[src/hdl/sfp_pkg.sv]
// Package for the swap pool FIFO pager: field widths, reset values,
// outcome codes, controller states and the command/status structs.
// No dependencies; sfp_ctrl, sfp_dp and the top level use it.
`default_nettype none

package sfp_pkg;

    localparam int POOL_FRAMES_DEF = 16;

    localparam int BASE_W  = 20;
    localparam int SPACE_W = 6;
    localparam int PAGE_W  = 5;
    localparam int FNUM_W  = 21;
    localparam int ENT_W   = SPACE_W + PAGE_W;

    localparam logic [BASE_W-1:0] BASE_RESET = 20'd8256;

    typedef enum logic [1:0] {
        OUT_TRAP   = 2'd0,
        OUT_RELOAD = 2'd1,
        OUT_FREE   = 2'd2,
        OUT_EVICT  = 2'd3
    } t_outcome;

    typedef enum logic [1:0] {
        ST_IDLE,
        ST_SCAN,
        ST_VICT,
        ST_FINISH
    } t_state;

    // Commands from the controller to the datapath.
    typedef struct packed {
        logic load_req;
        logic scan;
        logic vict_rd;
        logic finish;
    } t_cmd;

    // Status from the datapath to the controller.
    typedef struct packed {
        logic trap;
        logic scan_done;
        logic reload;
        logic full;
        logic out_free;
    } t_status;

endpackage

`default_nettype wire

[src/hdl/sfp_ram.sv]
// Generic single-write, single-read RAM with a registered read port.
// No dependencies.
`default_nettype none

module sfp_ram #(
    parameter int WIDTH = 8,
    parameter int DEPTH = 16
) (
    input  wire logic                     i_clk,
    input  wire logic                     i_we,
    input  wire logic [$clog2(DEPTH)-1:0] i_waddr,
    input  wire logic [WIDTH-1:0]         i_wdata,
    input  wire logic                     i_re,
    input  wire logic [$clog2(DEPTH)-1:0] i_raddr,
    output logic      [WIDTH-1:0]         o_rdata
);

    logic [WIDTH-1:0] r_mem [DEPTH];
    logic [WIDTH-1:0] r_rdata;

    always_ff @(posedge i_clk) begin
        if (i_we) begin
            r_mem[i_waddr] <= i_wdata;
        end
        if (i_re) begin
            r_rdata <= r_mem[i_raddr];
        end
    end

    assign o_rdata = r_rdata;

endmodule

`default_nettype wire

[src/hdl/sfp_ctrl.sv]
// Controller state machine of the swap pool FIFO pager.
// Depends on sfp_pkg for the state type and the command/status structs.
`default_nettype none

module sfp_ctrl (
    input  wire logic             i_clk,
    input  wire logic             i_rst_n,
    input  wire logic             i_in_valid,
    input  wire sfp_pkg::t_status i_st,
    output sfp_pkg::t_cmd         o_cmd,
    output logic                  o_idle
);

    sfp_pkg::t_state r_state;
    sfp_pkg::t_state n_state;

    always_ff @(posedge i_clk) begin
        if (!i_rst_n) begin
            r_state <= sfp_pkg::ST_IDLE;
        end else begin
            r_state <= n_state;
        end
    end

    always_comb begin
        n_state = r_state;
        unique case (r_state)
            sfp_pkg::ST_IDLE: begin
                if (i_in_valid) n_state = sfp_pkg::ST_SCAN;
            end
            sfp_pkg::ST_SCAN: begin
                priority if (i_st.trap) begin
                    n_state = sfp_pkg::ST_FINISH;
                end else if (i_st.scan_done) begin
                    if (i_st.reload || !i_st.full) n_state = sfp_pkg::ST_FINISH;
                    else n_state = sfp_pkg::ST_VICT;
                end else begin
                    n_state = sfp_pkg::ST_SCAN;
                end
            end
            sfp_pkg::ST_VICT: begin
                n_state = sfp_pkg::ST_FINISH;
            end
            sfp_pkg::ST_FINISH: begin
                if (i_st.out_free) n_state = sfp_pkg::ST_IDLE;
            end
            default: n_state = sfp_pkg::ST_IDLE;
        endcase
    end

    always_comb begin
        o_cmd  = '0;
        o_idle = 1'b0;
        unique case (r_state)
            sfp_pkg::ST_IDLE: begin
                o_idle         = 1'b1;
                o_cmd.load_req = i_in_valid;
            end
            sfp_pkg::ST_SCAN: begin
                o_cmd.scan = 1'b1;
            end
            sfp_pkg::ST_VICT: begin
                o_cmd.vict_rd = 1'b1;
            end
            sfp_pkg::ST_FINISH: begin
                o_cmd.finish = i_st.out_free;
            end
            default: o_idle = 1'b0;
        endcase
    end

endmodule

`default_nettype wire

[src/hdl/sfp_dp.sv]
// Datapath of the swap pool FIFO pager: request and config registers,
// fill count, FIFO pointer, owner table scan and the result register.
// Depends on sfp_pkg and sfp_ram.
`default_nettype none

module sfp_dp #(
    parameter int POOL_FRAMES = sfp_pkg::POOL_FRAMES_DEF,
    localparam int FIDX_W = $clog2(POOL_FRAMES),
    localparam int FCNT_W = $clog2(POOL_FRAMES + 1)
) (
    input  wire logic                         i_clk,
    input  wire logic                         i_rst_n,
    input  wire sfp_pkg::t_cmd                i_cmd,
    output sfp_pkg::t_status                  o_st,
    input  wire logic [sfp_pkg::SPACE_W-1:0]  i_space_id,
    input  wire logic [sfp_pkg::PAGE_W-1:0]   i_page_index,
    input  wire logic                         i_is_modification,
    input  wire logic                         i_entry_valid,
    input  wire logic                         i_cfg_valid,
    input  wire logic [sfp_pkg::BASE_W-1:0]   i_pool_base_frame,
    input  wire logic                         i_out_stall,
    output logic                              o_out_valid,
    output logic [1:0]                        o_outcome,
    output logic [FIDX_W-1:0]                 o_frame_index,
    output logic [sfp_pkg::FNUM_W-1:0]        o_frame_number,
    output logic [sfp_pkg::SPACE_W-1:0]       o_victim_space_id,
    output logic [sfp_pkg::PAGE_W-1:0]        o_victim_page
);

    // Configuration and allocation state.
    logic [sfp_pkg::BASE_W-1:0]  r_base;
    logic [FCNT_W-1:0]           r_fill;
    logic [FIDX_W-1:0]           r_fifo;

    // Captured request.
    logic [sfp_pkg::SPACE_W-1:0] r_sp;
    logic [sfp_pkg::PAGE_W-1:0]  r_pg;
    logic                        r_modf;
    logic                        r_ev;

    // Scan state.
    logic [FCNT_W-1:0]           r_issue;
    logic                        r_cmp_vld;
    logic [FIDX_W-1:0]           r_cmp_idx;
    logic                        r_hit;
    logic [FIDX_W-1:0]           r_hit_idx;

    // Result register.
    logic                        r_out_vld;
    sfp_pkg::t_outcome           r_outcome;
    logic [FIDX_W-1:0]           r_fidx;
    logic [sfp_pkg::FNUM_W-1:0]  r_fnum;
    logic [sfp_pkg::SPACE_W-1:0] r_vsp;
    logic [sfp_pkg::PAGE_W-1:0]  r_vpg;

    logic                        issue_ok;
    logic                        match;
    logic                        full;
    logic                        reload;
    logic                        out_free;
    logic                        alloc;
    logic [FIDX_W-1:0]           pick;
    sfp_pkg::t_outcome           res_outcome;
    logic [FIDX_W-1:0]           res_fidx;
    logic [sfp_pkg::FNUM_W-1:0]  res_fnum;
    logic [sfp_pkg::SPACE_W-1:0] res_vsp;
    logic [sfp_pkg::PAGE_W-1:0]  res_vpg;

    logic                        ram_we;
    logic                        ram_re;
    logic [FIDX_W-1:0]           ram_waddr;
    logic [FIDX_W-1:0]           ram_raddr;
    logic [sfp_pkg::ENT_W-1:0]   ram_rdata;

    sfp_ram #(
        .WIDTH (sfp_pkg::ENT_W),
        .DEPTH (POOL_FRAMES)
    ) u_owner_ram (
        .i_clk   (i_clk),
        .i_we    (ram_we),
        .i_waddr (ram_waddr),
        .i_wdata ({r_sp, r_pg}),
        .i_re    (ram_re),
        .i_raddr (ram_raddr),
        .o_rdata (ram_rdata)
    );

    // Frames fill in order and are never freed, so the used frames are
    // exactly 0 .. r_fill-1 and the first free frame is r_fill.
    assign full     = (r_fill == FCNT_W'(POOL_FRAMES));
    assign reload   = r_hit && r_ev;
    assign out_free = !r_out_vld || !i_out_stall;
    assign issue_ok = (r_issue != r_fill) && !r_hit;
    assign match    = r_cmp_vld && (ram_rdata == {r_sp, r_pg});
    assign pick     = full ? r_fifo : r_fill[FIDX_W-1:0];
    assign alloc    = i_cmd.finish && !r_modf && !reload;

    assign ram_re    = (i_cmd.scan && issue_ok) || i_cmd.vict_rd;
    assign ram_raddr = i_cmd.vict_rd ? r_fifo : r_issue[FIDX_W-1:0];
    assign ram_we    = alloc;
    assign ram_waddr = pick;

    always_comb begin
        res_outcome = sfp_pkg::OUT_FREE;
        res_fidx    = pick;
        res_vsp     = '0;
        res_vpg     = '0;
        priority if (r_modf) begin
            res_outcome = sfp_pkg::OUT_TRAP;
            res_fidx    = '0;
        end else if (reload) begin
            res_outcome = sfp_pkg::OUT_RELOAD;
            res_fidx    = r_hit_idx;
        end else if (full) begin
            res_outcome = sfp_pkg::OUT_EVICT;
            res_vsp     = ram_rdata[sfp_pkg::ENT_W-1:sfp_pkg::PAGE_W];
            res_vpg     = ram_rdata[sfp_pkg::PAGE_W-1:0];
        end else begin
            res_outcome = sfp_pkg::OUT_FREE;
        end
        res_fnum = r_modf ? '0
                 : ({1'b0, r_base} + sfp_pkg::FNUM_W'(res_fidx));
    end

    always_ff @(posedge i_clk) begin
        if (!i_rst_n) begin
            r_base    <= sfp_pkg::BASE_RESET;
            r_fill    <= '0;
            r_fifo    <= '0;
            r_cmp_vld <= 1'b0;
            r_hit     <= 1'b0;
            r_out_vld <= 1'b0;
        end else begin
            if (i_cfg_valid) r_base <= i_pool_base_frame;

            if (i_cmd.load_req) begin
                r_cmp_vld <= 1'b0;
                r_hit     <= 1'b0;
            end else begin
                r_cmp_vld <= i_cmd.scan && issue_ok;
                if (i_cmd.scan && match && !r_hit) r_hit <= 1'b1;
            end

            if (alloc) begin
                if (full) begin
                    if (r_fifo == FIDX_W'(POOL_FRAMES - 1)) r_fifo <= '0;
                    else r_fifo <= r_fifo + 1'b1;
                end else begin
                    r_fill <= r_fill + 1'b1;
                end
            end

            if (i_cmd.finish) r_out_vld <= 1'b1;
            else if (!i_out_stall) r_out_vld <= 1'b0;
        end
    end

    always_ff @(posedge i_clk) begin
        if (i_cmd.load_req) begin
            r_sp    <= i_space_id;
            r_pg    <= i_page_index;
            r_modf  <= i_is_modification;
            r_ev    <= i_entry_valid;
            r_issue <= '0;
        end else if (i_cmd.scan && issue_ok) begin
            r_issue <= r_issue + 1'b1;
        end
        r_cmp_idx <= r_issue[FIDX_W-1:0];
        if (i_cmd.scan && match && !r_hit) r_hit_idx <= r_cmp_idx;
        if (i_cmd.finish) begin
            r_outcome <= res_outcome;
            r_fidx    <= res_fidx;
            r_fnum    <= res_fnum;
            r_vsp     <= res_vsp;
            r_vpg     <= res_vpg;
        end
    end

    always_comb begin
        o_st.trap      = r_modf;
        o_st.scan_done = r_hit || ((r_issue == r_fill) && !r_cmp_vld);
        o_st.reload    = reload;
        o_st.full      = full;
        o_st.out_free  = out_free;
    end

    assign o_out_valid       = r_out_vld;
    assign o_outcome         = r_outcome;
    assign o_frame_index     = r_fidx;
    assign o_frame_number    = r_fnum;
    assign o_victim_space_id = r_vsp;
    assign o_victim_page     = r_vpg;

endmodule

`default_nettype wire

[src/hdl/swap_pool_fifo_pager.sv]
// Top level of the swap pool FIFO pager: page-fault handling over a swap
// pool with first-free allocation and FIFO replacement.
// Depends on sfp_pkg, sfp_ctrl, sfp_dp (which holds sfp_ram).
//
//  Channel  | Handshake                      | Payload
//  ---------+--------------------------------+-------------------------------------
//  request  | i_in_valid  / o_in_stall       | space_id, page_index,
//           |                                | is_modification, entry_valid
//  result   | o_out_valid / i_out_stall      | outcome, frame_index, frame_number,
//           |                                | victim_space_id, victim_page
//  config   | i_cfg_valid / o_cfg_ready      | pool_base_frame
//
// A modification fault ends the scan at once and loads a trap result.
// Any other request scans the owner table one frame per cycle through the
// single read port of its RAM, over the frames in use (a hit ends the scan
// early), then reads the victim entry if it must evict.
// One request is in work at a time. The reset is synchronous and active
// low; it frees every frame, zeroes the FIFO pointer and loads the pool
// base with its reset value. No clearing pass is needed. A stalled result
// word sits in the output register while the next request is accepted and
// worked on; only its final load waits.
`default_nettype none

module swap_pool_fifo_pager #(
    parameter int POOL_FRAMES = sfp_pkg::POOL_FRAMES_DEF,
    localparam int FIDX_W = $clog2(POOL_FRAMES)
) (
    input  wire logic                         i_clk,
    input  wire logic                         i_rst_n,
    // Request channel.
    input  wire logic                         i_in_valid,
    output logic                              o_in_stall,
    input  wire logic [sfp_pkg::SPACE_W-1:0]  i_space_id,
    input  wire logic [sfp_pkg::PAGE_W-1:0]   i_page_index,
    input  wire logic                         i_is_modification,
    input  wire logic                         i_entry_valid,
    // Result channel.
    output logic                              o_out_valid,
    input  wire logic                         i_out_stall,
    output logic [1:0]                        o_outcome,
    output logic [FIDX_W-1:0]                 o_frame_index,
    output logic [sfp_pkg::FNUM_W-1:0]        o_frame_number,
    output logic [sfp_pkg::SPACE_W-1:0]       o_victim_space_id,
    output logic [sfp_pkg::PAGE_W-1:0]        o_victim_page,
    // Configuration write channel.
    input  wire logic                         i_cfg_valid,
    output logic                              o_cfg_ready,
    input  wire logic [sfp_pkg::BASE_W-1:0]   i_pool_base_frame
);

    sfp_pkg::t_cmd    cmd;
    sfp_pkg::t_status st;
    logic             idle;

    // The controller sequences capture, scan, victim read and result load.
    sfp_ctrl u_ctrl (
        .i_clk      (i_clk),
        .i_rst_n    (i_rst_n),
        .i_in_valid (i_in_valid),
        .i_st       (st),
        .o_cmd      (cmd),
        .o_idle     (idle)
    );

    // The datapath owns the owner RAM and all data registers and computes the result word.
    sfp_dp #(
        .POOL_FRAMES (POOL_FRAMES)
    ) u_dp (
        .i_clk             (i_clk),
        .i_rst_n           (i_rst_n),
        .i_cmd             (cmd),
        .o_st              (st),
        .i_space_id        (i_space_id),
        .i_page_index      (i_page_index),
        .i_is_modification (i_is_modification),
        .i_entry_valid     (i_entry_valid),
        .i_cfg_valid       (i_cfg_valid && o_cfg_ready),
        .i_pool_base_frame (i_pool_base_frame),
        .i_out_stall       (i_out_stall),
        .o_out_valid       (o_out_valid),
        .o_outcome         (o_outcome),
        .o_frame_index     (o_frame_index),
        .o_frame_number    (o_frame_number),
        .o_victim_space_id (o_victim_space_id),
        .o_victim_page     (o_victim_page)
    );

    // New requests are taken only between requests.
    assign o_in_stall  = !idle;
    // The base register is only written while the block is idle.
    assign o_cfg_ready = idle;

    // A trap word carries no frame.
    a_trap_zero: assert property (@(posedge i_clk) disable iff (!i_rst_n)
        (o_out_valid && (o_outcome == sfp_pkg::OUT_TRAP))
        |-> (o_frame_number == '0) && (o_frame_index == '0))
        else $error("trap result carries a frame");

    // Only an eviction reports a victim.
    a_victim_only_evict: assert property (@(posedge i_clk) disable iff (!i_rst_n)
        (o_out_valid && (o_outcome != sfp_pkg::OUT_EVICT))
        |-> (o_victim_space_id == '0) && (o_victim_page == '0))
        else $error("victim reported without eviction");

    // Frames are never freed, so a full pool stays full.
    a_full_sticky: assert property (@(posedge i_clk) disable iff (!i_rst_n)
        st.full |=> st.full)
        else $error("pool fill count went down");

    // A result word is loaded only when the output register can take it.
    a_load_free: assert property (@(posedge i_clk) disable iff (!i_rst_n)
        (o_out_valid && i_out_stall) |-> !cmd.finish)
        else $error("result loaded over a stalled word");

endmodule

`default_nettype wire
[config.mk]
export PLATFORM = sky130hd
export DESIGN_NAME = swap_pool_fifo_pager
export DESIGN_NICKNAME = d
export VERILOG_FILES = /design/src/hdl/sfp_pkg.sv /design/src/hdl/sfp_ram.sv /design/src/hdl/sfp_ctrl.sv /design/src/hdl/sfp_dp.sv /design/src/hdl/swap_pool_fifo_pager.sv
export SDC_FILE = /design/constraint.sdc
export NUM_CORES = 1
export LEC_CHECK = 0
export BUFFER_PORTS_ARGS = -buffer_cell sky130_fd_sc_hd__clkbuf_2
export CORE_UTILIZATION = 45
export DETAILED_ROUTE_END_ITERATION = 7
export GPL_ROUTABILITY_DRIVEN = 0
export GPL_TIMING_DRIVEN = 0
export PLACE_DENSITY_LB_ADDON = 0.12
export SYNTH_ARGS = -nofsm -noshare
export SYNTH_HDL_FRONTEND = slang
export SYNTH_SLANG_ARGS = --single-unit
[constraint.sdc]
create_clock -name i_clk -period 3.25 [get_ports i_clk]
set_input_delay 0.1625 -clock i_clk [delete_from_list [all_inputs] [get_ports i_clk]]
set_output_delay 0.1625 -clock i_clk [all_outputs]
set_load 0.005 [all_outputs]
==> flow_summary.html, run 1 <==
<table>
<tr><th>Metric</th><th>Value</th></tr>
<tr><th colspan="2">Outcome</th></tr>
<tr><td>Status</td><td>complete, but fails checks</td></tr>
<tr><td>Violated checks</td><td>design-rule violations</td></tr>
<tr><th colspan="2">Setup path</th></tr>
<tr><td>Data arrival time at the worst-slack endpoint</td><td>between 3 and 4 ns</td></tr>
<tr><td>Reg2reg start</td><td>u_dp.r_fill[0]</td></tr>
<tr><td>Chain of cells forming the critical path</td><td>inv_2 &gt; ha_2 &gt; nor4bb_4 &gt; buf_4 &gt; nor2_2 &gt; a21oi_2 &gt; a211oi_2 &gt; ha_2 &gt; buf_4 &gt; a21o_1 &gt; a21o_1 &gt; a21oi_4 &gt; clkbuf_8 &gt; or3_1 &gt; a21oi_1</td></tr>
<tr><td>Setup slack of the most critical reg-to-reg path</td><td>0.12 ns</td></tr>
<tr><td>Crit-path max cell delay</td><td>0.37 ns</td></tr>
<tr><td>Critical Path Source</td><td>u_dp.r_fill[0]</td></tr>
<tr><td>Critical path peak fanout</td><td>10</td></tr>
<tr><td>Kind of start point of the critical path</td><td>flop</td></tr>
<tr><td>Type of destination of the critical path</td><td>flop</td></tr>
<tr><td>Worst setup path category</td><td>flop to flop</td></tr>
<tr><td>Crit path max-delay cell type</td><td>dfxtp_4</td></tr>
<tr><td>CP required</td><td>3.52 ns</td></tr>
<tr><td>Reg-to-reg endpoint</td><td>u_dp.o_frame_number[5]</td></tr>
<tr><td>Worst reg2reg path depth</td><td>15</td></tr>
<tr><th colspan="2">Timing</th></tr>
<tr><td>Transition time at the pin with the least slew margin</td><td>1.14 ns</td></tr>
<tr><td>Min cycle time layout</td><td>3.13 ns</td></tr>
<tr><td>Hold_ws</td><td>~0.03 ns</td></tr>
<tr><td>Final Max Slew Viols</td><td>0</td></tr>
<tr><td>Final Hold Vio Count</td><td>0</td></tr>
<tr><td>Relative max-transition margin</td><td>23.5%</td></tr>
<tr><td>Setup violations, final</td><td>0</td></tr>
<tr><td>Period utilization</td><td>96.2%</td></tr>
<tr><td>Setup repair after global routing missed its margin</td><td>true</td></tr>
<tr><td>Maximum operating frequency</td><td>320 MHz</td></tr>
<tr><td>Clock Skew</td><td>0.0274 ns</td></tr>
<tr><th colspan="2">Placement</th></tr>
<tr><td>Inst Count DP</td><td>approximately 1.3k</td></tr>
<tr><td>Hpwl dp</td><td>19.3 mm</td></tr>
<tr><td>Number of buffer cells added on primary ports</td><td>between 70 and 80</td></tr>
<tr><th colspan="2">Finish</th></tr>
<tr><td>Layout Area Growth over Synthesis</td><td>20.6%</td></tr>
<tr><td>Final #Nets</td><td>1086</td></tr>
<tr><td>Fraction of layout cells with a size suffix above 1</td><td>19.7%</td></tr>
<tr><td>Number of inserted diodes</td><td>0</td></tr>
<tr><td>Layout Cells excl Fill</td><td>1398</td></tr>
<tr><th colspan="2">Detailed routing</th></tr>
<tr><td>Routed wire length</td><td>28.8 mm</td></tr>
<tr><td>DRC violation total after the first TritonRoute iteration</td><td>499</td></tr>
<tr><td>Per-cell via count in the routed design</td><td>5.45</td></tr>
<tr><td>Vias after detailed routing</td><td>7621</td></tr>
<tr><td>Average wire per standard cell</td><td>20.6 um</td></tr>
<tr><td>Final ANT Viol Nets</td><td>0</td></tr>
<tr><td>Number of optimization iterations in the first detailed-route pass</td><td>7</td></tr>
<tr><td>DRC violations left</td><td>19</td></tr>
<tr><th colspan="2">Synth</th></tr>
<tr><td>Total nets after synthesis</td><td>between 900 and 1k</td></tr>
<tr><td>Post-synthesis average cell area</td><td>around 14 sq um</td></tr>
<tr><td>Dominant synthesized flop cell</td><td>edfxtp_1</td></tr>
<tr><td>Number of enable flip-flop cells after synthesis</td><td>242</td></tr>
<tr><td>Synthesized instance count</td><td>between 800 and 900</td></tr>
<tr><td>Synth Warn #</td><td>0</td></tr>
<tr><td>Register bit total from synthesis</td><td>approximately 290</td></tr>
<tr><td>Fraction of registers with async set/reset</td><td>0%</td></tr>
<tr><td>Sequential fraction of the synthesis area</td><td>67.1%</td></tr>
<tr><td>Netlist cell types</td><td>57</td></tr>
<tr><td>Cell Area, Synth</td><td>12100 sq um</td></tr>
<tr><th colspan="2">Die</th></tr>
<tr><td>Starting density of the core</td><td>46.2%</td></tr>
<tr><td>Overall die width</td><td>166 um</td></tr>
<tr><td>I/O pin count</td><td>79</td></tr>
<tr><td>Area of the die</td><td>27600 sq um</td></tr>
<tr><td>Number of placement rows</td><td>about 60</td></tr>
<tr><td>Die Span Y</td><td>166 um</td></tr>
<tr><td>Core ar.</td><td>about 26000 sq um</td></tr>
<tr><th colspan="2">Worst hold path</th></tr>
<tr><td>Hold_sp</td><td>i_rst_n</td></tr>
<tr><td>Worst hold path type</td><td>input pin to flop</td></tr>
<tr><td>Worst Hold Depth</td><td>3</td></tr>
<tr><th colspan="2">Pwr</th></tr>
<tr><td>Total Power Consumption</td><td>roughly 8.8 mW</td></tr>
<tr><td>Power per Cell Area</td><td>605 nW/um^2</td></tr>
<tr><td>Pleak</td><td>5.48 nW</td></tr>
<tr><td>Maximum vdd drop</td><td>0.335 mV</td></tr>
<tr><th colspan="2">GRT</th></tr>
<tr><td>Remaining global-route overflow</td><td>0</td></tr>
<tr><td>Number of global-route vias before repair</td><td>7698</td></tr>
<tr><td>Overall track demand over capacity in global routing</td><td>a little over a fifth</td></tr>
<tr><td>Initial antenna violation count</td><td>0</td></tr>
<tr><td>Maximum number of pins on one net before global-route repair</td><td>39</td></tr>
<tr><td>Wire length of the first global-routing pass</td><td>44.5 mm</td></tr>
<tr><th colspan="2">Clocking</th></tr>
<tr><td>Clock-pin slew on the worst setup and hold paths</td><td>0.06 ns</td></tr>
<tr><td>Total CTS buffers</td><td>30</td></tr>
<tr><td>Maximum clock insertion buffer count</td><td>3</td></tr>
<tr><td>TritonCTS sink count</td><td>approximately 290</td></tr>
<tr><td>TritonCTS clock tree</td><td>done</td></tr>
<tr><td>Clock insertion delay at the later pin of the skew report</td><td>0.57 ns</td></tr>
<tr><td>Cell at the root of the clock tree</td><td>clkbuf_16</td></tr>
<tr><td>H-tree levels</td><td>1</td></tr>
<tr><th colspan="2">Job</th></tr>
<tr><td>Count of max-cap constraint violations</td><td>0</td></tr>
</table>
[sequential cells by signal, indices dropped and copies added (netlist names), 5 cells and up, named ones only]
name / flops
u_dp.r_sp: 6
u_dp.r_fill: 5
u_dp.u_owner_ram.o_rdata: 11
u_dp.o_frame_number: 21
u_dp.r_issue: 5
u_dp.o_victim_page: 5
u_dp.u_owner_ram.r_mem: 176
u_dp.r_base: 20
u_dp.o_victim_space_id: 6
u_dp.r_pg: 5
[how the worst max path moves through the flow]
stage	end	slack, ns	cells past startpoint
after floorplan	u_dp.o_frame_number[18]	0.1	15
after global placement	u_dp.o_frame_number[7]	-0.56	14
after detailed placement	u_dp.o_frame_number[5]	-0.59	14
after CTS	u_dp.u_owner_ram.r_mem[3][4]	-0.10	7
after global routing	u_dp.u_owner_ram.r_mem[12][0]	-0.09	7
final	u_dp.o_frame_number[5]	0.12	15
[report_power, final]
group | switching, mW | internal, mW | leakage [nW] | total, mW
logic | 0.528 | 0.361 | 2.40 | 0.890
clock network | 1.42 | 2.25 | 0.528 | 3.67
registers | 0.146 | 4.14 | 2.55 | 4.28
[kinds of logic after synthesis]
logic type	synth area share, %
buffers and inverters	3.34
AND/OR/NAND/NOR	9.10
AO/OA/AOI/OAI	10.4
XOR/XNOR	2.17
flip-flops	67.1
adder cells (fa/ha/maj)	0.992
multiplexers	6.95
[metrics by stage]
step / cell area, sq um / setup TNS (ns) / utilization, % / setup slack (ns)
after floorplan: 12100 / 0 / - / 0.0957
after global routing: 14600 / -4.52 / 55.7 / -0.0933
after detailed placement: 12900 / -12.89 / 49.3 / -0.594
final: 14600 / 0 / 55.7 / 0.124
after global placement: 12900 / -12.02 / 49.3 / -0.562
after CTS: 14500 / -3.36 / 55.4 / -0.103
[cell usage after synthesis (16+ instances only)]
cell / count / area, sq um
edfxtp_1: 242 / 7270
mux2i_1: 83 / 831
nand2_1: 70 / 263
nor2_1: 59 / 221
a211oi_1: 47 / 353
dfxtp_1: 43 / 861
inv_1: 32 / 120
clkbuf_1: 30 / 113
xnor2_1: 25 / 219
a21boi_1: 22 / 165
o221ai_1: 22 / 193
a21oi_1: 19 / 95.1
buf_2: 16 / 80.1
[cell type report]
type	instances	area [sq um]
fill	2144	11600
sequential	285	8130
multi-input combinational	512	3730
timing repair buffer	124	828
clock buffer	31	754
tap	335	419
clock inverter	25	328
buffer	54	299
inverter	32	120
[timing repair]
item,4_1_cts,5_1_grt
gates cloned,1,0
hold buffers,37,0
resized for setup,27,21
buffers inserted,6,3
pin swaps,3,4
endpoints found under the setup margin,171,170
hold endpoints to repair,35,0
[worst max-delay path, delay by kind of cell, from the launching register on]
kind                       cells  cell delay, ns
buffers and inverters          4            0.61
and+or+nand+nor                3            0.39
DFF                            1            0.37
adders and majority gates      2            0.44
AOI/OAI and AO/OA              6            1.02
[cell usage in the layout (no fill, tap or decap), drive strengths merged, types with 7 or more instances in the layout]
cell           n
mux2i         83
ha             8
a21oi         20
a21boi        24
edfxtp       242
a211oi        47
clkinv        15
o21ai          8
nor3          15
or3            9
dlygate4sd3   37
a22o          11
bufinv         7
xnor2         25
clkbuf       137
inv           32
nor2          59
dfxtp         43
a2111oi       11
and2           7
nand3         12
nand2         70
o221ai        22
and3          15
nand4         10
buf           35
[per-layer routing]
metal,vias to the layer above,track usage [%],routed length (um)
li1,3672,-,-
met1,3694,29.3,13100
met2,218,35.2,13600
met3,37,2.96,1600
met4,0,5.61,514
met5,-,0,0
(Power assumes the default switching activity.)
==> run 2: changes to the inputs <==
--- a/config.mk
+++ b/config.mk
@@ -9,8 +9,6 @@
 export CORE_UTILIZATION = 45
 export DETAILED_ROUTE_END_ITERATION = 7
 export GPL_ROUTABILITY_DRIVEN = 0
-export GPL_TIMING_DRIVEN = 0
-export PLACE_DENSITY_LB_ADDON = 0.12
 export SYNTH_ARGS = -nofsm -noshare
 export SYNTH_HDL_FRONTEND = slang
 export SYNTH_SLANG_ARGS = --single-unit
==> flow_summary.html, run 2 (synthesis gave the netlist of run 1 again) <==
<table>
<tr><th>Metric</th><th>Value</th></tr>
<tr><th colspan="2">Finish</th></tr>
<tr><td>Top library cells by usage in the layout, fill and taps aside</td><td>edfxtp_1 (242), mux2i_1 (82), clkbuf_2 (78), nand2_1 (70), nor2_1 (59)</td></tr>
<tr><td>Number of inserted diodes</td><td>0</td></tr>
<tr><td>Layout Area Growth over Synthesis</td><td>18.8%</td></tr>
<tr><td>Register cell area after layout</td><td>8130 sq um</td></tr>
<tr><td>Commonest non-fill, non-tap cell in the layout</td><td>edfxtp_1</td></tr>
<tr><td>Max FFs per register</td><td>176</td></tr>
<tr><td>Fill count</td><td>2167</td></tr>
<tr><td>Footprint of the multi-input gates</td><td>3650 sq um</td></tr>
<tr><td>Final #Nets</td><td>about 1.1k</td></tr>
<tr><td>Post-layout instance area</td><td>between 10000 and 15000 sq um</td></tr>
<tr><td>Fraction of layout cells with a size suffix above 1</td><td>18.6%</td></tr>
<tr><td>Largest register by flop count</td><td>u_dp.u_owner_ram.r_mem</td></tr>
<tr><th colspan="2">Setup path</th></tr>
<tr><td>CP required</td><td>3.66 ns</td></tr>
<tr><td>Data arrival time at the worst-slack endpoint</td><td>3.46 ns</td></tr>
<tr><td>Capturing element of the worst setup path</td><td>u_dp.o_frame_number[17]</td></tr>
<tr><td>Critical path peak fanout</td><td>16</td></tr>
<tr><td>Chain of cells forming the critical path</td><td>inv_1 &gt; ha_1 &gt; nor4bb_4 &gt; mux2_4 &gt; a21oi_1 &gt; nor3_2 &gt; ha_1 &gt; a21o_1 &gt; a21o_1 &gt; a21oi_1 &gt; buf_4 &gt; or4_1 &gt; a21oi_1</td></tr>
<tr><td>Kind of start point of the critical path</td><td>flop</td></tr>
<tr><td>Critical Path Source</td><td>u_dp.r_fill[0]</td></tr>
<tr><td>Worst setup path category</td><td>flop to flop</td></tr>
<tr><td>Type of destination of the critical path</td><td>flop</td></tr>
<tr><td>Reg-to-reg endpoint</td><td>u_dp.o_frame_number[17]</td></tr>
<tr><td>Most frequent cell on the critical path</td><td>a21oi_1</td></tr>
<tr><td>Setup slack of the most critical reg-to-reg path</td><td>0.20 ns</td></tr>
<tr><td>Crit path max-delay cell type</td><td>or4_1</td></tr>
<tr><td>Crit-path max cell delay</td><td>~0.5 ns</td></tr>
<tr><td>Reg2reg start</td><td>u_dp.r_fill[0]</td></tr>
<tr><td>Worst reg2reg path depth</td><td>13</td></tr>
<tr><th colspan="2">GRT</th></tr>
<tr><td>Met2 Use GR</td><td>33.9%</td></tr>
<tr><td>Initial antenna violation count</td><td>0</td></tr>
<tr><td>Overall track demand over capacity in global routing</td><td>between 20% and 30%</td></tr>
<tr><td>Highest-utilization routing layer at the global route stage</td><td>met2</td></tr>
<tr><td>Met1 usage in global routing</td><td>between 20% and 30%</td></tr>
<tr><td>Wire length of the first global-routing pass</td><td>~44 mm</td></tr>
<tr><td>Remaining global-route overflow</td><td>0</td></tr>
<tr><td>Maximum number of pins on one net before global-route repair</td><td>45</td></tr>
<tr><td>Number of global-route vias before repair</td><td>around 7.5k</td></tr>
<tr><td>Met3 capacity usage during global routing</td><td>between 3 and 4%</td></tr>
<tr><th colspan="2">Timing</th></tr>
<tr><td>Transition time at the pin with the least slew margin</td><td>1.19 ns</td></tr>
<tr><td>Setup repair after global routing missed its margin</td><td>false</td></tr>
<tr><td>Final Max Slew Viols</td><td>0</td></tr>
<tr><td>Relative max-transition margin</td><td>18.7%</td></tr>
<tr><td>Period utilization</td><td>93.8%</td></tr>
<tr><td>Clock Skew</td><td>between 0.01 and 0.015 ns</td></tr>
<tr><td>Setup violations, final</td><td>0</td></tr>
<tr><td>Min cycle time layout</td><td>approximately 3 ns</td></tr>
<tr><td>Aggregate negative setup slack</td><td>0 ns</td></tr>
<tr><td>Maximum operating frequency</td><td>328 MHz</td></tr>
<tr><td>Final Hold Vio Count</td><td>0</td></tr>
<tr><th colspan="2">Detailed routing</th></tr>
<tr><td>Number of optimization iterations in the first detailed-route pass</td><td>8</td></tr>
<tr><td>DRC violation total after the first TritonRoute iteration</td><td>571</td></tr>
<tr><td>Routed wire length</td><td>28.5 mm</td></tr>
<tr><td>Final ANT Viol Nets</td><td>0</td></tr>
<tr><td>Vias after detailed routing</td><td>7611</td></tr>
<tr><td>DRC violations left</td><td>16</td></tr>
<tr><td>Per-cell via count in the routed design</td><td>5.48</td></tr>
<tr><td>Average wire per standard cell</td><td>20.5 um</td></tr>
<tr><th colspan="2">Die</th></tr>
<tr><td>Number of placement rows</td><td>59</td></tr>
<tr><td>Area of the die</td><td>27600 sq um</td></tr>
<tr><td>Starting density of the core</td><td>46.2%</td></tr>
<tr><td>Die Span Y</td><td>166 um</td></tr>
<tr><td>Core ar.</td><td>26200 sq um</td></tr>
<tr><td>Overall die width</td><td>roughly 170 um</td></tr>
<tr><td>I/O pin count</td><td>79</td></tr>
<tr><th colspan="2">Job</th></tr>
<tr><td>Count of max-cap constraint violations</td><td>0</td></tr>
<tr><th colspan="2">Pwr</th></tr>
<tr><td>Maximum vdd drop</td><td>0.434 mV</td></tr>
<tr><td>Fraction of power spent switching nets</td><td>24.3%</td></tr>
<tr><td>Total Power Consumption</td><td>8.20 mW</td></tr>
<tr><td>Proportion of power drawn by combinational gates</td><td>11.1%</td></tr>
<tr><td>Internal power</td><td>6.21 mW</td></tr>
<tr><td>Power per Cell Area</td><td>570 nW/um^2</td></tr>
<tr><td>Pleak</td><td>about 5.5 nW</td></tr>
<tr><td>Proportion of power drawn by the clock network</td><td>36.9%</td></tr>
<tr><td>Part of the power in registers</td><td>52.1%</td></tr>
<tr><td>Switching pwr</td><td>1.99 mW</td></tr>
<tr><th colspan="2">Clocking</th></tr>
<tr><td>Cell at the root of the clock tree</td><td>clkbuf_16</td></tr>
<tr><td>Maximum clock insertion buffer count</td><td>3</td></tr>
<tr><td>Total CTS buffers</td><td>30</td></tr>
<tr><td>H-tree levels</td><td>1</td></tr>
<tr><td>Clock insertion delay at the later pin of the skew report</td><td>roughly 0.56 ns</td></tr>
<tr><td>TritonCTS clock tree</td><td>done</td></tr>
<tr><td>TritonCTS sink count</td><td>285</td></tr>
<tr><td>Clock-pin slew on the worst setup and hold paths</td><td>approximately 0.060 ns</td></tr>
<tr><th colspan="2">Outcome</th></tr>
<tr><td>Status</td><td>complete, but fails checks</td></tr>
<tr><td>Violated checks</td><td>design-rule violations</td></tr>
<tr><th colspan="2">Placement</th></tr>
<tr><td>Hpwl dp</td><td>18.4 mm</td></tr>
<tr><td>Dpl cell area</td><td>13100 sq um</td></tr>
<tr><td>Number of buffer cells added on primary ports</td><td>78</td></tr>
<tr><th colspan="2">Worst hold path</th></tr>
<tr><td>Worst hold path type</td><td>input pin to flop</td></tr>
<tr><td>Hold_sp</td><td>i_rst_n</td></tr>
</table>
run 2: cell types whose count changed in the layout (fill, tap and decap cells not counted), sizes merged:
cell / delta
bufinv: -7
clkinvlp: -3
clkbuf: -19
buf: +25
dlygate4sd3: -2
clkinv: -4
run 2: worst min-delay path by stage:
stage,to,slack (ns),cells past startpoint
floorplan,u_dp.r_ev,0.26,0
global placement,u_dp.r_sp[3],0.34,1
detailed placement,u_dp.r_pg[1],0.34,1
CTS,u_dp.r_base[13],0.20,2
global route,u_dp.r_base[6],0.25,2
finish,u_dp.r_base[13],0.18,2
run 2: final cells by class:
cell class | count | area share, %
Tap cell | 335 | 2.91
Clock inverter | 11 | 0.452
Multi-Input combinational cell | 512 | 25.4
Sequential cell | 285 | 56.5
Timing Repair Buffer | 173 | 8.45
Clock buffer | 40 | 5.48
Inverter | 32 | 0.835
run 2: timing repair:
action,4_1_cts,5_1_grt
endpoints found under the hold margin,35,0
setup endpoints to repair,1,16
hold buffers,35,0
buffers inserted,0,2
gates resized for setup,2,6
pin swaps,0,1
run 2: critical path: cells and delay by family (launching register included):
kind	cells	cell delay, ns
AND/OR/NAND/NOR	3	0.86
AO/OA/AOI/OAI	5	0.65
adder cells (fa/ha/maj)	2	0.50
multiplexers	1	0.35
flip-flops	1	0.31
buffers and inverters	2	0.25
run 2: per-stage QoR:
step | utilization (%) | cells | setup slack, ns | hold WS, ns
detailed placement | 50.1 | 1300 | 0.00916 | 0.341
CTS | 54.7 | 1386 | 0.0480 | 0.197
global placement | 50.1 | 1300 | 0.132 | 0.339
floorplan | - | 885 | 0.0957 | 0.261
global route | 54.9 | 1388 | 0.0129 | 0.246
finish | 54.9 | 1388 | 0.200 | 0.182
run 2: routing by layer:
| metal | part of all wire (%) | up-vias | wire, um |
|---|---|---|---|
| li1 | - | 3653 | - |
| met3 | 5.3 | 39 | 1510 |
| met4 | 2.8 | 0 | 791 |
| met5 | 0 | - | 0 |
| met1 | 46 | 3722 | 13100 |
| met2 | 46 | 197 | 13100 |
run 2: power by group through the flow:
stage	combinational, mW	clock [mW]	sequential (mW)
5_1_grt	0.992	3.23	4.29
3_3_place_gp	0.875	0	4.34
4_1_cts	0.916	3.09	4.27
3_5_place_dp	0.879	0	4.35
2_1_floorplan	0.560	0	4.29
6_report	0.910	3.02	4.27
==> run 3: changes to the inputs <==
--- a/config.mk
+++ b/config.mk
@@ -6,6 +6,7 @@
 export NUM_CORES = 1
 export LEC_CHECK = 0
 export BUFFER_PORTS_ARGS = -buffer_cell sky130_fd_sc_hd__clkbuf_2
+export CORE_MARGIN = 4
 export CORE_UTILIZATION = 45
 export DETAILED_ROUTE_END_ITERATION = 7
 export GPL_ROUTABILITY_DRIVEN = 0
==> flow_summary.html, run 3 (synthesis gave the netlist of run 1 again) <==
<table>
<tr><th>Metric</th><th>Value</th></tr>
<tr><th colspan="2">Job</th></tr>
<tr><td>Count of max-cap constraint violations</td><td>0</td></tr>
<tr><th colspan="2">Placement</th></tr>
<tr><td>Number of buffer cells added on primary ports</td><td>78</td></tr>
<tr><td>Hpwl dp</td><td>roughly 18 mm</td></tr>
<tr><td>Pre-CTS setup slack</td><td>between 0.01 and 0.015 ns</td></tr>
<tr><th colspan="2">Detailed routing</th></tr>
<tr><td>Vias after detailed routing</td><td>between 7k and 8k</td></tr>
<tr><td>DRC violations left</td><td>0</td></tr>
<tr><td>Final ANT Viol Nets</td><td>0</td></tr>
<tr><td>Routed wire length</td><td>28.5 mm</td></tr>
<tr><td>DRC violation total after the first TritonRoute iteration</td><td>642</td></tr>
<tr><td>Per-cell via count in the routed design</td><td>5.50</td></tr>
<tr><td>Number of optimization iterations in the first detailed-route pass</td><td>5</td></tr>
<tr><td>Average wire per standard cell</td><td>20.5 um</td></tr>
<tr><th colspan="2">Setup path</th></tr>
<tr><td>Worst setup path category</td><td>flop to flop</td></tr>
<tr><td>Buffers plus inverters on the worst setup path</td><td>4</td></tr>
<tr><td>Cell family with the largest share of critical-path delay</td><td>adder cells</td></tr>
<tr><td>Critical path peak fanout</td><td>11</td></tr>
<tr><td>Kind of start point of the critical path</td><td>flop</td></tr>
<tr><td>Chain of cells forming the critical path</td><td>inv_1 &gt; ha_2 &gt; nor4bb_2 &gt; buf_4 &gt; buf_4 &gt; a21oi_2 &gt; a211oi_2 &gt; ha_1 &gt; fa_1 &gt; a21o_1 &gt; a21oi_1 &gt; buf_4 &gt; nor3b_1 &gt; xnor2_1 &gt; nor2_1</td></tr>
<tr><td>WP depth</td><td>15</td></tr>
<tr><td>Worst reg2reg path depth</td><td>15</td></tr>
<tr><td>Type of destination of the critical path</td><td>flop</td></tr>
<tr><td>Crit path max-delay cell type</td><td>fa_1</td></tr>
<tr><td>Most frequent cell on the critical path</td><td>buf_4</td></tr>
<tr><td>CP required</td><td>3.54 ns</td></tr>
<tr><td>Crit-path max cell delay</td><td>between 0.4 and 0.5 ns</td></tr>
<tr><td>Setup slack of the most critical reg-to-reg path</td><td>about 0.18 ns</td></tr>
<tr><td>Data arrival time at the worst-slack endpoint</td><td>3.36 ns</td></tr>
<tr><th colspan="2">Die</th></tr>
<tr><td>Die Span Y</td><td>172 um</td></tr>
<tr><td>Core ar.</td><td>26300 sq um</td></tr>
<tr><td>Overall die width</td><td>172 um</td></tr>
<tr><td>Area of the die</td><td>around 30000 sq um</td></tr>
<tr><td>Starting density of the core</td><td>46.1%</td></tr>
<tr><td>I/O pin count</td><td>79</td></tr>
<tr><td>Number of placement rows</td><td>59</td></tr>
<tr><th colspan="2">Finish</th></tr>
<tr><td>Largest register by flop count</td><td>u_dp.u_owner_ram.r_mem</td></tr>
<tr><td>Number of inserted diodes</td><td>0</td></tr>
<tr><td>Fraction of layout cells with a size suffix above 1</td><td>19.1%</td></tr>
<tr><td>Final standard cell utilization of the core</td><td>55.3%</td></tr>
<tr><td>Fill count</td><td>2147</td></tr>
<tr><td>Max FFs per register</td><td>176</td></tr>
<tr><td>Final #Nets</td><td>1079</td></tr>
<tr><td>Footprint of the multi-input gates</td><td>3650 sq um</td></tr>
<tr><td>Commonest non-fill, non-tap cell in the layout</td><td>edfxtp_1</td></tr>
<tr><td>Top library cells by usage in the layout, fill and taps aside</td><td>edfxtp_1 (242), mux2i_1 (82), clkbuf_2 (78), nand2_1 (70), nor2_1 (59)</td></tr>
<tr><td>Register cell area after layout</td><td>8130 sq um</td></tr>
<tr><td>Layout Area Growth over Synthesis</td><td>19.9%</td></tr>
<tr><th colspan="2">Timing</th></tr>
<tr><td>Final Max Slew Viols</td><td>0</td></tr>
<tr><td>Min cycle time layout</td><td>3.07 ns</td></tr>
<tr><td>Relative max-transition margin</td><td>24.9%</td></tr>
<tr><td>Clock Skew</td><td>roughly 0.02 ns</td></tr>
<tr><td>Maximum operating frequency</td><td>326 MHz</td></tr>
<tr><td>Final Hold Vio Count</td><td>0</td></tr>
<tr><td>Period utilization</td><td>a little over nine tenths</td></tr>
<tr><td>Transition time at the pin with the least slew margin</td><td>1.12 ns</td></tr>
<tr><td>Setup violations, final</td><td>0</td></tr>
<tr><td>Slack of the critical path</td><td>0.178 ns</td></tr>
<tr><td>Aggregate negative setup slack</td><td>0 ns</td></tr>
<tr><th colspan="2">GRT</th></tr>
<tr><td>Wire length of the first global-routing pass</td><td>roughly 43 mm</td></tr>
<tr><td>Remaining global-route overflow</td><td>0</td></tr>
<tr><td>Initial antenna violation count</td><td>0</td></tr>
<tr><td>Maximum number of pins on one net before global-route repair</td><td>45</td></tr>
<tr><td>Overall track demand over capacity in global routing</td><td>a little under a fifth</td></tr>
<tr><td>Number of global-route vias before repair</td><td>7323</td></tr>
<tr><th colspan="2">Clocking</th></tr>
<tr><td>TritonCTS sink count</td><td>~290</td></tr>
<tr><td>Total CTS buffers</td><td>31</td></tr>
<tr><td>H-tree levels</td><td>1</td></tr>
<tr><td>Maximum clock insertion buffer count</td><td>3</td></tr>
<tr><td>Clock-pin slew on the worst setup and hold paths</td><td>0.06 ns</td></tr>
<tr><td>TritonCTS clock tree</td><td>done</td></tr>
<tr><td>Clock insertion delay at the later pin of the skew report</td><td>0.56 ns</td></tr>
<tr><td>Cell at the root of the clock tree</td><td>clkbuf_16</td></tr>
<tr><th colspan="2">Pwr</th></tr>
<tr><td>Pleak</td><td>5.51 nW</td></tr>
<tr><td>Power per Cell Area</td><td>just under 600 nW/um^2</td></tr>
<tr><td>Maximum vdd drop</td><td>0.371 mV</td></tr>
<tr><th colspan="2">Worst hold path</th></tr>
<tr><td>Worst Hold Depth</td><td>2</td></tr>
<tr><td>Worst hold path type</td><td>input pin to flop</td></tr>
<tr><th colspan="2">Outcome</th></tr>
<tr><td>Status</td><td>finished clean</td></tr>
</table>
[run 3: cell count changes in the layout (fill, tap and decap cells not counted), moves of 2 or more]
cell	before	now
clkinv_2	5	3
bufinv_16	0	2
clkbuf_16	30	32
buf_4	58	54
a21oi_1	17	15
clkbuf_8	0	5
a21oi_2	2	4
[run 3: report_power, final]
part	total, mW	internal (mW)	switching, mW
registers	4.27	4.14	0.137
logic	0.924	0.390	0.534
clock network	3.43	2.07	1.37
[run 3: worst reg2reg max path, cell delays in order (launching register included)]
cell	delay, ns
dfxtp_1	0.33
inv_1	0.06
ha_2	0.19
nor4bb_2	0.16
buf_4	0.15
buf_4	0.14
a21oi_2	0.20
a211oi_2	0.11
ha_1	0.23
fa_1	0.41
a21o_1	0.20
a21oi_1	0.14
buf_4	0.20
nor3b_1	0.08
xnor2_1	0.15
nor2_1	0.06
[run 3: worst paths after layout]
| kind | from | endpoint |
|---|---|---|
| worst max-delay path | u_dp.r_fill[0] | u_dp.o_frame_number[14] |
| worst min-delay path | i_rst_n | u_dp.r_base[6] |
| worst min register to register | u_dp.r_cmp_idx[1] | u_dp.r_hit_idx[1] |
| worst max register to register | u_dp.r_fill[0] | u_dp.o_frame_number[14] |
[run 3: what timing repair did]
item | 4_1_cts | 5_1_grt
hold endpoints to repair | 35 | 0
buffers inserted | 2 | 2
hold buffers | 35 | 0
pin swaps | 0 | 2
gates resized for setup | 0 | 9
cloned | 0 | 1
endpoints found under the setup margin | 2 | 16
[run 3: cell type report]
type / instances / share of cell area [%]
Inverter: 32 / 0.827
Sequential cell: 285 / 56.0
Clock buffer: 46 / 6.22
Clock inverter: 11 / 0.732
Timing Repair Buffer: 170 / 8.24
Multi-Input combinational cell: 512 / 25.1
Tap cell: 335 / 2.88
[run 3: layer usage]
| metal | global-route usage, % | part of all wire, % | up-vias |
|---|---|---|---|
| li1 | - | - | 3665 |
| met1 | 27.6 | 45 | 3724 |
| met4 | 5.43 | 2.5 | 0 |
| met3 | 3.48 | 6.4 | 45 |
| met5 | 0 | 0 | - |
| met2 | 29.8 | 46 | 218 |
[run 3: metrics by stage]
step                      hold slack, ns  power (mW)  std cells  instance area (sq um)
final                              0.202        8.63       1391                  14500
after global routing               0.233        8.97       1391                  14500
after CTS                          0.187        8.70       1388                  14500
after detailed placement           0.341        5.24       1294                  13100
after global placement             0.339        5.23       1294                  13100
after floorplan                    0.261        4.85        885                  12100
